`src/hdl/nnd_pkg.sv`:
```
package nnd_pkg;

  localparam int MAX_DIM_DEF = 16384;
  localparam int REG_W       = 15;
  localparam int PIX_W       = 32;
  localparam int PADDR_W     = 4;
  localparam int PDATA_W     = 32;

  typedef enum logic [1:0] {
    REG_SRC_W,
    REG_SRC_H,
    REG_MAX_SIDE
  } reg_idx_t;

  typedef struct packed {
    logic size_load;
    logic size_take;
    logic px_accept;
  } nnd_cmd_t;

  typedef struct packed {
    logic img_start;
    logic img_wrap;
    logic pass_thru;
    logic div_done;
    logic out_free;
  } nnd_sts_t;

endpackage

```
`src/hdl/nnd_in_if.sv`:
```
interface nnd_in_if;
  logic                       valid;
  logic                       ready;
  logic [nnd_pkg::PIX_W-1:0]  pixel_in;

  modport source (output valid, output pixel_in, input ready);
  modport sink (input valid, input pixel_in, output ready);
endinterface

```
`src/hdl/nnd_out_if.sv`:
```
interface nnd_out_if;
  logic                       valid;
  logic                       ready;
  logic [nnd_pkg::PIX_W-1:0]  pixel_out;
  logic                       last_of_image;

  modport source (output valid, output pixel_out, output last_of_image, input ready);
  modport sink (input valid, input pixel_out, input last_of_image, output ready);
endinterface

```
`src/hdl/nearest_neighbor_downscaler.sv`:
```
// A selected pixel sits in the output register in the cycle after its input beat.
// Throughput: one input beat per cycle within an image, while the output register is free or being read.
// At each image start the first beat waits while the sizes latch: in passthrough it waits in the start
// state only; otherwise it also waits in the divide state until the size divide is done.
// Reset (rst_n low, synchronous) clears position and sizes; registers go to 1, 1, 0.
module nearest_neighbor_downscaler #(
  parameter int MAX_DIM = nnd_pkg::MAX_DIM_DEF
) (
  input  logic                          clk,
  input  logic                          rst_n,
  nnd_in_if.sink                        in_px,
  nnd_out_if.source                     out_px,
  input  logic                          psel,
  input  logic                          penable,
  input  logic                          pwrite,
  input  logic [nnd_pkg::PADDR_W-1:0]   paddr,
  input  logic [nnd_pkg::PDATA_W-1:0]   pwdata,
  output logic [nnd_pkg::PDATA_W-1:0]   prdata,
  output logic                          pready
);

  logic [nnd_pkg::REG_W-1:0] src_w, src_h, max_side;
  logic                      cfg_wr;
  logic                      in_ready;
  nnd_pkg::nnd_cmd_t         cmd;
  nnd_pkg::nnd_sts_t         sts;

  nnd_regs u_regs (
    .clk      (clk),
    .rst_n    (rst_n),
    .psel     (psel),
    .penable  (penable),
    .pwrite   (pwrite),
    .paddr    (paddr),
    .pwdata   (pwdata),
    .prdata   (prdata),
    .pready   (pready),
    .src_w    (src_w),
    .src_h    (src_h),
    .max_side (max_side),
    .cfg_wr   (cfg_wr)
  );

  nnd_ctrl u_ctrl (
    .clk      (clk),
    .rst_n    (rst_n),
    .in_valid (in_px.valid),
    .cfg_wr   (cfg_wr),
    .sts      (sts),
    .in_ready (in_ready),
    .cmd      (cmd)
  );

  assign in_px.ready = in_ready;

  nnd_dp #(
    .MAX_DIM (MAX_DIM)
  ) u_dp (
    .clk      (clk),
    .rst_n    (rst_n),
    .cmd      (cmd),
    .sts      (sts),
    .src_w    (src_w),
    .src_h    (src_h),
    .max_side (max_side),
    .pixel_in (in_px.pixel_in),
    .out_px   (out_px)
  );

endmodule

```
`src/hdl/nnd_regs.sv`:
```
module nnd_regs (
  input  logic                          clk,
  input  logic                          rst_n,
  input  logic                          psel,
  input  logic                          penable,
  input  logic                          pwrite,
  input  logic [nnd_pkg::PADDR_W-1:0]   paddr,
  input  logic [nnd_pkg::PDATA_W-1:0]   pwdata,
  output logic [nnd_pkg::PDATA_W-1:0]   prdata,
  output logic                          pready,
  output logic [nnd_pkg::REG_W-1:0]     src_w,
  output logic [nnd_pkg::REG_W-1:0]     src_h,
  output logic [nnd_pkg::REG_W-1:0]     max_side,
  output logic                          cfg_wr
);

  logic [nnd_pkg::REG_W-1:0] src_w_r, src_w_nxt;
  logic [nnd_pkg::REG_W-1:0] src_h_r, src_h_nxt;
  logic [nnd_pkg::REG_W-1:0] max_side_r, max_side_nxt;
  nnd_pkg::reg_idx_t         idx;

  assign idx    = nnd_pkg::reg_idx_t'(paddr[nnd_pkg::PADDR_W-1:2]);
  assign cfg_wr = psel & penable & pwrite;
  assign pready = 1'b1;

  always_comb begin
    src_w_nxt    = src_w_r;
    src_h_nxt    = src_h_r;
    max_side_nxt = max_side_r;
    if (cfg_wr) begin
      case (idx)
        nnd_pkg::REG_SRC_W:    src_w_nxt    = pwdata[nnd_pkg::REG_W-1:0];
        nnd_pkg::REG_SRC_H:    src_h_nxt    = pwdata[nnd_pkg::REG_W-1:0];
        nnd_pkg::REG_MAX_SIDE: max_side_nxt = pwdata[nnd_pkg::REG_W-1:0];
        default: ;
      endcase
    end
  end

  always_comb begin
    case (idx)
      nnd_pkg::REG_SRC_W:    prdata = nnd_pkg::PDATA_W'(src_w_r);
      nnd_pkg::REG_SRC_H:    prdata = nnd_pkg::PDATA_W'(src_h_r);
      nnd_pkg::REG_MAX_SIDE: prdata = nnd_pkg::PDATA_W'(max_side_r);
      default:               prdata = '0;
    endcase
  end

  always_ff @(posedge clk) begin
    if (!rst_n) begin
      src_w_r    <= nnd_pkg::REG_W'(1);
      src_h_r    <= nnd_pkg::REG_W'(1);
      max_side_r <= '0;
    end else begin
      src_w_r    <= src_w_nxt;
      src_h_r    <= src_h_nxt;
      max_side_r <= max_side_nxt;
    end
  end

  assign src_w    = src_w_r;
  assign src_h    = src_h_r;
  assign max_side = max_side_r;

endmodule

```
`src/hdl/nnd_div.sv`:
```
module nnd_div #(
  parameter int NW = 30,
  parameter int DW = 15
) (
  input  logic          clk,
  input  logic          rst_n,
  input  logic          start,
  input  logic [NW-1:0] dividend,
  input  logic [DW-1:0] divisor,
  output logic          done,
  output logic [NW-1:0] quot
);

  localparam int CNT_W = $clog2(NW + 1);

  logic             busy_r, busy_nxt;
  logic             done_r, done_nxt;
  logic [CNT_W-1:0] cnt_r, cnt_nxt;
  logic [DW-1:0]    rem_r, rem_nxt;
  logic [NW-1:0]    quo_r, quo_nxt;
  logic [DW-1:0]    dsr_r, dsr_nxt;
  logic [DW:0]      rem_sh;
  logic [DW:0]      rem_sub;
  logic             fits;

  assign rem_sh  = {rem_r, quo_r[NW-1]};
  assign fits    = rem_sh >= {1'b0, dsr_r};
  assign rem_sub = rem_sh - {1'b0, dsr_r};

  always_comb begin
    busy_nxt = busy_r;
    done_nxt = 1'b0;
    cnt_nxt  = cnt_r;
    rem_nxt  = rem_r;
    quo_nxt  = quo_r;
    dsr_nxt  = dsr_r;
    if (start) begin
      busy_nxt = 1'b1;
      cnt_nxt  = '0;
      rem_nxt  = '0;
      quo_nxt  = dividend;
      dsr_nxt  = divisor;
    end else if (busy_r) begin
      rem_nxt = fits ? rem_sub[DW-1:0] : rem_sh[DW-1:0];
      quo_nxt = {quo_r[NW-2:0], fits};
      cnt_nxt = cnt_r + CNT_W'(1);
      if (cnt_r == CNT_W'(NW - 1)) begin
        busy_nxt = 1'b0;
        done_nxt = 1'b1;
      end
    end
  end

  always_ff @(posedge clk) begin
    if (!rst_n) begin
      busy_r <= 1'b0;
      done_r <= 1'b0;
      cnt_r  <= '0;
    end else begin
      busy_r <= busy_nxt;
      done_r <= done_nxt;
      cnt_r  <= cnt_nxt;
    end
  end

  always_ff @(posedge clk) begin
    rem_r <= rem_nxt;
    quo_r <= quo_nxt;
    dsr_r <= dsr_nxt;
  end

  assign done = done_r;
  assign quot = quo_r;

endmodule

```
`src/hdl/nnd_ctrl.sv`:
```
module nnd_ctrl (
  input  logic              clk,
  input  logic              rst_n,
  input  logic              in_valid,
  input  logic              cfg_wr,
  input  nnd_pkg::nnd_sts_t sts,
  output logic              in_ready,
  output nnd_pkg::nnd_cmd_t cmd
);

  typedef enum logic [1:0] {
    S_START,
    S_DIV,
    S_RUN
  } state_t;

  state_t state_r, state_nxt;
  logic   accept;

  assign in_ready = (state_r == S_RUN) && sts.out_free;
  assign accept   = in_ready && in_valid;

  always_comb begin
    cmd.size_load = (state_r == S_START) && in_valid && !cfg_wr;
    cmd.size_take = (state_r == S_DIV) && sts.div_done && !cfg_wr;
    cmd.px_accept = accept;
  end

  always_comb begin
    state_nxt = state_r;
    case (state_r)
      S_START: begin
        if (in_valid && !cfg_wr) begin
          state_nxt = sts.pass_thru ? S_RUN : S_DIV;
        end
      end
      S_DIV: begin
        if (cfg_wr) begin
          state_nxt = S_START;
        end else if (sts.div_done) begin
          state_nxt = S_RUN;
        end
      end
      S_RUN: begin
        if (accept && sts.img_wrap) begin
          state_nxt = S_START;
        end else if (!accept && cfg_wr && sts.img_start) begin
          state_nxt = S_START;
        end
      end
      default: state_nxt = S_START;
    endcase
  end

  always_ff @(posedge clk) begin
    if (!rst_n) begin
      state_r <= S_START;
    end else begin
      state_r <= state_nxt;
    end
  end

  assert property (@(posedge clk) disable iff (!rst_n)
    cmd.size_load |=> state_r == S_DIV || state_r == S_RUN)
    else $error("size load did not leave image start");

  assert property (@(posedge clk) disable iff (!rst_n)
    cmd.px_accept |-> sts.out_free)
    else $error("beat taken while output register blocked");

endmodule

```
`src/hdl/nnd_dp.sv`:
```
module nnd_dp #(
  parameter int MAX_DIM = nnd_pkg::MAX_DIM_DEF
) (
  input  logic                        clk,
  input  logic                        rst_n,
  input  nnd_pkg::nnd_cmd_t           cmd,
  output nnd_pkg::nnd_sts_t           sts,
  input  logic [nnd_pkg::REG_W-1:0]   src_w,
  input  logic [nnd_pkg::REG_W-1:0]   src_h,
  input  logic [nnd_pkg::REG_W-1:0]   max_side,
  input  logic [nnd_pkg::PIX_W-1:0]   pixel_in,
  nnd_out_if.source                   out_px
);

  localparam int SW = $clog2(MAX_DIM + 1);
  localparam int RW = nnd_pkg::REG_W;
  localparam int CW = (SW > RW) ? SW : RW;
  localparam int TW = 2 * SW + 1;
  localparam int NW = SW + RW;
  localparam logic [CW-1:0] MAX_C = CW'(MAX_DIM);

  logic [CW-1:0] w_c, h_c, ms_c, wk, hk;
  logic [SW-1:0] w, h, m, side_small, quot_sz;
  logic          pass, w_wide;
  logic [NW-1:0] dividend, quot;
  logic          div_done;

  logic [SW-1:0] in_col_r, in_col_nxt;
  logic [SW-1:0] in_row_r, in_row_nxt;
  logic [SW-1:0] out_col_r, out_col_nxt;
  logic [SW-1:0] out_row_r, out_row_nxt;
  logic [SW-1:0] out_w_r, out_w_nxt;
  logic [SW-1:0] out_h_r, out_h_nxt;
  logic [TW-1:0] col_x_r, col_x_nxt;
  logic [TW-1:0] row_x_r, row_x_nxt;
  logic [TW-1:0] next_col_r, next_col_nxt;
  logic [TW-1:0] next_row_r, next_row_nxt;
  logic          row_sel_r, row_sel_nxt;
  logic          w_wide_r, w_wide_nxt;
  logic          ov_r, ov_nxt;
  logic [nnd_pkg::PIX_W-1:0] pix_r;
  logic          last_r;

  logic [SW:0]   in_col_inc, in_row_inc, oc_inc, or_inc;
  logic          col_wrap, row_wrap, row_sel_new, row_sel, emit, last;

  // clamp sides and decide scaling
  always_comb begin
    w_c  = CW'(src_w);
    h_c  = CW'(src_h);
    ms_c = CW'(max_side);
    wk   = (w_c == '0) ? CW'(1) : ((w_c > MAX_C) ? MAX_C : w_c);
    hk   = (h_c == '0) ? CW'(1) : ((h_c > MAX_C) ? MAX_C : h_c);
    w    = wk[SW-1:0];
    h    = hk[SW-1:0];
    pass = (ms_c == '0) || ((wk <= ms_c) && (hk <= ms_c));
    w_wide     = wk >= hk;
    m          = w_wide ? w : h;
    side_small = w_wide ? h : w;
    dividend   = NW'(side_small) * NW'(max_side);
    quot_sz    = (quot == '0) ? SW'(1) : quot[SW-1:0];
  end

  nnd_div #(
    .NW (NW),
    .DW (SW)
  ) u_div (
    .clk      (clk),
    .rst_n    (rst_n),
    .start    (cmd.size_load),
    .dividend (dividend),
    .divisor  (m),
    .done     (div_done),
    .quot     (quot)
  );

  // per-pixel selection
  always_comb begin
    in_col_inc  = {1'b0, in_col_r} + (SW+1)'(1);
    in_row_inc  = {1'b0, in_row_r} + (SW+1)'(1);
    oc_inc      = {1'b0, out_col_r} + (SW+1)'(1);
    or_inc      = {1'b0, out_row_r} + (SW+1)'(1);
    col_wrap    = in_col_inc >= {1'b0, w};
    row_wrap    = in_row_inc >= {1'b0, h};
    row_sel_new = (out_row_r < out_h_r) && (next_row_r < row_x_r + TW'(out_h_r));
    row_sel     = (in_col_r == '0) ? row_sel_new : row_sel_r;
    emit        = row_sel && (out_col_r < out_w_r) &&
                  (next_col_r < col_x_r + TW'(out_w_r));
    last        = (oc_inc == {1'b0, out_w_r}) && (or_inc == {1'b0, out_h_r});
  end

  always_comb begin
    in_col_nxt   = in_col_r;
    in_row_nxt   = in_row_r;
    out_col_nxt  = out_col_r;
    out_row_nxt  = out_row_r;
    out_w_nxt    = out_w_r;
    out_h_nxt    = out_h_r;
    col_x_nxt    = col_x_r;
    row_x_nxt    = row_x_r;
    next_col_nxt = next_col_r;
    next_row_nxt = next_row_r;
    row_sel_nxt  = row_sel_r;
    w_wide_nxt   = w_wide_r;

    if (cmd.size_load) begin
      w_wide_nxt = w_wide;
      if (pass) begin
        out_w_nxt = w;
        out_h_nxt = h;
      end else if (w_wide) begin
        out_w_nxt = ms_c[SW-1:0];
      end else begin
        out_h_nxt = ms_c[SW-1:0];
      end
    end

    if (cmd.size_take) begin
      if (w_wide_r) begin
        out_h_nxt = quot_sz;
      end else begin
        out_w_nxt = quot_sz;
      end
    end

    if (cmd.px_accept) begin
      if (emit) begin
        out_col_nxt  = oc_inc[SW-1:0];
        next_col_nxt = next_col_r + TW'(w);
      end
      col_x_nxt   = col_x_r + TW'(out_w_r);
      in_col_nxt  = in_col_inc[SW-1:0];
      row_sel_nxt = row_sel;
      if (col_wrap) begin
        in_col_nxt   = '0;
        col_x_nxt    = '0;
        out_col_nxt  = '0;
        next_col_nxt = '0;
        if (row_sel) begin
          out_row_nxt  = or_inc[SW-1:0];
          next_row_nxt = next_row_r + TW'(h);
        end
        row_sel_nxt = 1'b0;
        row_x_nxt   = row_x_r + TW'(out_h_r);
        in_row_nxt  = in_row_inc[SW-1:0];
        if (row_wrap) begin
          in_row_nxt   = '0;
          row_x_nxt    = '0;
          out_row_nxt  = '0;
          next_row_nxt = '0;
        end
      end
    end
  end

  always_comb begin
    ov_nxt = ov_r;
    if (cmd.px_accept && emit) begin
      ov_nxt = 1'b1;
    end else if (out_px.ready) begin
      ov_nxt = 1'b0;
    end
  end

  always_ff @(posedge clk) begin
    if (!rst_n) begin
      in_col_r   <= '0;
      in_row_r   <= '0;
      out_col_r  <= '0;
      out_row_r  <= '0;
      out_w_r    <= '0;
      out_h_r    <= '0;
      col_x_r    <= '0;
      row_x_r    <= '0;
      next_col_r <= '0;
      next_row_r <= '0;
      row_sel_r  <= 1'b0;
      w_wide_r   <= 1'b0;
      ov_r       <= 1'b0;
    end else begin
      in_col_r   <= in_col_nxt;
      in_row_r   <= in_row_nxt;
      out_col_r  <= out_col_nxt;
      out_row_r  <= out_row_nxt;
      out_w_r    <= out_w_nxt;
      out_h_r    <= out_h_nxt;
      col_x_r    <= col_x_nxt;
      row_x_r    <= row_x_nxt;
      next_col_r <= next_col_nxt;
      next_row_r <= next_row_nxt;
      row_sel_r  <= row_sel_nxt;
      w_wide_r   <= w_wide_nxt;
      ov_r       <= ov_nxt;
    end
  end

  always_ff @(posedge clk) begin
    if (cmd.px_accept && emit) begin
      pix_r  <= pixel_in;
      last_r <= last;
    end
  end

  assign out_px.valid         = ov_r;
  assign out_px.pixel_out     = pix_r;
  assign out_px.last_of_image = last_r;

  always_comb begin
    sts.img_start = (in_col_r == '0) && (in_row_r == '0);
    sts.img_wrap  = col_wrap && row_wrap;
    sts.pass_thru = pass;
    sts.div_done  = div_done;
    sts.out_free  = !ov_r || out_px.ready;
  end

  assert property (@(posedge clk) disable iff (!rst_n)
    out_col_r <= out_w_r)
    else $error("output column ran past latched width");

  assert property (@(posedge clk) disable iff (!rst_n)
    out_row_r <= out_h_r)
    else $error("output row ran past latched height");

  assert property (@(posedge clk) disable iff (!rst_n)
    in_col_r == '0 |-> (out_col_r == '0 && col_x_r == '0 && next_col_r == '0))
    else $error("column trackers not cleared at row start");

  assert property (@(posedge clk) disable iff (!rst_n)
    (cmd.size_load || cmd.size_take) |-> (in_col_r == '0 && in_row_r == '0))
    else $error("output size changed inside an image");

endmodule
```
`src/flat_wrapper.sv`:
```
// flat-port wrapper written by rule: the top's interface ports become plain ports
module nearest_neighbor_downscaler_flat 
#(
  parameter int MAX_DIM = nnd_pkg::MAX_DIM_DEF
)
  (clk, rst_n, psel, penable, pwrite, paddr, pwdata, prdata, pready, in_px_valid, in_px_pixel_in, in_px_ready, out_px_valid, out_px_pixel_out, out_px_last_of_image, out_px_ready);
  nnd_in_if in_px_i ();
  nnd_out_if out_px_i ();
  input  logic clk;
  input  logic rst_n;
  input  logic psel;
  input  logic penable;
  input  logic pwrite;
  input  logic [nnd_pkg::PADDR_W-1:0] paddr;
  input  logic [nnd_pkg::PDATA_W-1:0] pwdata;
  output logic [nnd_pkg::PDATA_W-1:0] prdata;
  output logic pready;
  input wire logic [$bits(in_px_i.valid)-1:0] in_px_valid;
  input wire logic [$bits(in_px_i.pixel_in)-1:0] in_px_pixel_in;
  output wire logic [$bits(in_px_i.ready)-1:0] in_px_ready;
  output wire logic [$bits(out_px_i.valid)-1:0] out_px_valid;
  output wire logic [$bits(out_px_i.pixel_out)-1:0] out_px_pixel_out;
  output wire logic [$bits(out_px_i.last_of_image)-1:0] out_px_last_of_image;
  input wire logic [$bits(out_px_i.ready)-1:0] out_px_ready;
  assign in_px_i.valid = in_px_valid;
  assign in_px_i.pixel_in = in_px_pixel_in;
  assign in_px_ready = in_px_i.ready;
  assign out_px_valid = out_px_i.valid;
  assign out_px_pixel_out = out_px_i.pixel_out;
  assign out_px_last_of_image = out_px_i.last_of_image;
  assign out_px_i.ready = out_px_ready;
  nearest_neighbor_downscaler #(.MAX_DIM(MAX_DIM)) u_core (.clk(clk), .rst_n(rst_n), .in_px(in_px_i), .out_px(out_px_i), .psel(psel), .penable(penable), .pwrite(pwrite), .paddr(paddr), .pwdata(pwdata), .prdata(prdata), .pready(pready));
endmodule
```
`config.mk`:
```
export PLATFORM = sky130hd
export DESIGN_NAME = nearest_neighbor_downscaler_flat
export DESIGN_NICKNAME = d
export VERILOG_FILES = /design/src/hdl/nnd_pkg.sv /design/src/hdl/nnd_in_if.sv /design/src/hdl/nnd_out_if.sv /design/src/hdl/nearest_neighbor_downscaler.sv /design/src/hdl/nnd_regs.sv /design/src/hdl/nnd_div.sv /design/src/hdl/nnd_ctrl.sv /design/src/hdl/nnd_dp.sv /design/src/flat_wrapper.sv
export SDC_FILE = /design/constraint.sdc
export NUM_CORES = 2
export LEC_CHECK = 0
export ABC_CLOCK_PERIOD_IN_PS = 8100
export BUFFER_PORTS_ARGS = -buffer_cell sky130_fd_sc_hd__buf_2
export CORE_AREA = 5 5 245 247
export DETAILED_ROUTE_END_ITERATION = 10
export DIE_AREA = 0 0 250 252
export PLACE_DENSITY = 0.82
export SLEW_MARGIN = 10
export SYNTH_ARGS = -nofsm -noshare
export SYNTH_HDL_FRONTEND = slang
export SYNTH_SLANG_ARGS = --single-unit
```
`constraint.sdc`:
```
create_clock -name clk -period 8.1 [get_ports clk]
set_input_delay 0 -clock clk [delete_from_list [all_inputs] [get_ports clk]]
set_output_delay 0 -clock clk [all_outputs]
set_load 0.02 [all_outputs]
```
==> flow_metrics.py <==
metrics = {
    "outcome": {
        "run_status": "finished with violations",
        "violations": "negative setup slack",
    },
    "worst_setup_path": {
        "critPathMaxStageDelay_ns": 0.55,
        "cp-end-kind": "flip-flop",
        "worst-endpoint-required_ns": 8.53,
        "worstSetupStartpointType": "flip-flop",
        "worst-setup-path-type": "reg -> reg",
        "timing.critical_path.slowest_stage_cell": "sky130_fd_sc_hd__fa_1",
        "worstPathArrival_ns": 8.69,
        "crit_path_max_fanout": 7,
        "critical_path.most_common_cell": "sky130_fd_sc_hd__fa_1",
    },
    "global_route": {
        "first_global_vias": 29740,
        "wire_length_of_the_first_global_routing_pass_um": 157500,
        "grt_start_max_net_pins": 78,
        "grt-ovfl-total": 0,
        "grt_antenna_before_repair": 1,
        "gr-usage-all-layers_pct": 30.38,
    },
    "route": {
        "postRouteAntennaNets": 0,
        "dr_total_vias": 31090,
        "drtIter0Drc": 3200,
        "final_routed_wirelength_um": 101300,
        "firstDrtPassIters": 7,
        "viasPerCell": 6.275,
        "routedWlPerCell_um": 20.44,
        "drc": 0,
    },
    "finish": {
        "layout.area.seq_mm2": 0.008073,
        "layout_common_cells": "sky130_fd_sc_hd__nand2_1 (482), sky130_fd_sc_hd__inv_1 (333), sky130_fd_sc_hd__ha_1 (328)",
        "multi_input_comb_area_mm2": 0.02325,
        "final_cell_area_excluding_filler_cells_mm2": 0.03760,
        "finalCoreUtilization_pct": 65.54,
        "layout_overhead_on_the_synthesized_area_pct": 14.23,
        "final_common_cell": "sky130_fd_sc_hd__nand2_1",
        "fillers": 4533,
        "nets": 4742,
        "final_layout_size_suffix_gt1_share_pct": 12.34,
    },
    "synthesis": {
        "postSynthRegisterBits": 364,
        "ys.flop_type": "sky130_fd_sc_hd__dfxtp_1",
        "ys_warn_count": 0,
        "synthCells": 3955,
        "ys_seq_area_share_pct": 24.51,
        "syn-mean-instance-area_um2": 8.322,
        "async_flop_share_pct": 0,
        "synthesis.area_mm2": 0.03291,
        "synth_edf_count": 78,
        "post_synth_num_cell_types": 89,
    },
    "run": {
        "max-cap-violations": 0,
    },
    "sta": {
        "timing.final.crit_period_ns": 8.267,
        "slew_headroom_pct": 20.85,
        "timing.setup.tns_ns": -0.5972,
        "worst-slew-pin-transition_ns": 1.186,
        "report.final.setup_viol": 9,
        "final_hold_violating_endpoints": 0,
        "timing.fmax_mhz": 121.0,
        "finalMaxSlewViolations": 0,
        "slack_of_the_critical_path_ns": -0.1665,
        "worst_clock_skew_on_the_final_layout_ns": 0.02571,
        "unrepaired_setup_endpoints_after_global_routing": "true",
        "finalCritPeriodShare_pct": 102.1,
    },
    "pwr": {
        "power.static_leakage_uw": 0.01662,
        "power.ir.vdd_worst_mv": 0.1688,
        "pwr_density_cell_mw_per_mm2": 149.9,
    },
    "clock_network": {
        "cts.reportedPaths.clkPinSlew_ns": 0.06,
        "clk_root_buffer_cell": "sky130_fd_sc_hd__clkbuf_16",
        "tritoncts_clock_tree": "done",
        "h-tree-depth": 2,
        "cts_buffer_depth": 3,
        "cts_buffers": 43,
        "insertion_delay_ns": 0.60,
        "cts.sink_count": 364,
    },
    "die": {
        "placementRows": 88,
        "dieArea_mm2": 0.06300,
        "die_y_um": 252,
        "starting_density_of_the_core_pct": 57.37,
        "pin_count": 143,
        "core_region_area_mm2": 0.05737,
        "die_width_um": 250,
    },
    "hold_path": {
        "timing.hold.worst.class": "in -> reg",
    },
    "placement": {
        "buffer_ports.inserted": 105,
        "dpl-instance-area_mm2": 0.03491,
        "weighted_congestion_reported_at_the_end_of_routability_driven_placement": 0.9982,
        "post-dp-hpwl_um": 73150,
    },
}
[worst max-delay path, delay by kind of cell, from the launching register on]
kind | cells | cell delay, ns
compound gates | 10 | 1.28
fa+ha+maj | 8 | 3.70
buf+inv | 10 | 1.03
flops | 1 | 0.34
simple gates | 9 | 1.73
[sequential cells by signal (all words and copies together) (netlist names), 30 cells and up]
signal                        cells
u_core.u_dp.u_div.quot           30
u_core.u_dp.row_x_r              31
u_core.u_dp.out_px.pixel_out     32
u_core.u_dp.next_col_r           31
u_core.u_dp.col_x_r              31
u_core.u_dp.next_row_r           31
[synthesized netlist by cell type, drive strengths merged (10+ instances only)]
library cell  count  area [um^2]
nor3             50        266.5
ha              342         4279
o21a             26        195.2
o21ai           226         1131
clkbuf          174        654.4
and2            139        869.6
mux2i            31        310.3
a21boi           21        157.7
or3              34        212.7
a31oi            34        212.7
fa              172         3443
nor4             37        231.5
or3b             15        131.4
nand4            87        544.3
o31ai            18        140.1
o211ai           29        217.7
edfxtp           78         2342
nor2            169        636.9
xor2             75        656.9
nand2           490         1839
and3             40        250.2
xnor2           116         1016
a211o            26        227.7
dfxtp           286         5725
a41oi            10        87.58
a22o             29        254.0
nor2b            35        226.5
and4             19        168.9
nand2b           34        212.7
a211oi           40        305.3
inv             347         1303
buf              45        260.3
a2bb2oi          37        324.1
or2              13        81.33
or4              29        221.5
a21o             70        525.5
a21oi           254         1290
o21bai           16        120.1
nand3           132        673.2
o2111ai          10        87.58
[worst paths after layout]
| kind | slack [ns] | endpoint | cells after the start | from |
|---|---|---|---|---|
| worst max register to register | -0.17 | u_core.u_dp.u_div.quot[25] | 37 | u_core.u_regs.src_w[9] |
| worst min-delay path | 0.03 | u_core.u_dp.u_div.busy_r | 3 | in_px_valid |
| worst max-delay path | -0.17 | u_core.u_dp.u_div.quot[25] | 37 | u_core.u_regs.src_w[9] |
| worst min register to register | 0.45 | u_core.u_dp.row_sel_r | 2 | u_core.u_dp.row_sel_r |
[metal layers]
metal | routed length (um) | track usage, % | vias to the layer above
li1 | - | - | 14290
met1 | 39070 | 38.99 | 14630
met2 | 44760 | 48.61 | 1717
met3 | 10730 | 6.721 | 450
met4 | 6711 | 15.42 | 0
met5 | 0 | 0 | -
[through the flow]
step	std cells	setup WS, ns	hold WS [ns]	total power (uW)
3_3_place_gp	4792	-0.04750	0.1761	3537
3_5_place_dp	4792	-0.3591	0.1784	3571
5_1_grt	4953	-0.4756	0.03461	5842
6_report	4955	-0.1665	0.02642	5635
4_1_cts	4945	0.004118	0.001333	5587
2_1_floorplan	3971	0.01869	0.09887	3119
[timing repair]
item / CTS / global route
endpoints found under the setup margin: 12 / 18
setup buffers: 22 / 6
pin swaps: 23 / 37
gates resized for setup: 33 / 93
hold endpoints to repair: 110 / 0
gates cloned: 2 / 2
hold buffers: 49 / 0
[power by group]
part | switching, uW | leakage, uW | internal [uW] | total (uW)
clock network | 857 | 0.000703 | 1140 | 1990
registers | 187 | 0.00307 | 2010 | 2190
logic | 925 | 0.0128 | 523 | 1450
[final cells by class]
cell class / instances / area share [%]
inverter: 349 / 3.491
clock inverter: 25 / 0.6656
antenna: 2 / 0.01331
sequential: 364 / 21.47
tap: 765 / 2.546
clock buffer: 55 / 3.118
timing repair buffer: 354 / 6.852
multi-input combinational: 3041 / 61.84
[kinds of logic (layout without fill, tap and decap cells)]
| family | after synthesis | count (layout) | synth area share, % |
|---|---|---|---|
| other | 2 | 20 | 0.02282 |
| and+or+nand+nor | 1344 | 1344 | 20.46 |
| AOI/OAI and AO/OA | 937 | 939 | 18.61 |
| adders and majority gates | 514 | 514 | 23.46 |
| muxes | 35 | 35 | 1.080 |
| DFF | 364 | 364 | 24.51 |
| xor gates and xnor gates | 191 | 191 | 5.083 |
| buffers and inverters | 568 | 783 | 6.759 |
Note: power is estimated with default switching activity, not from simulation.
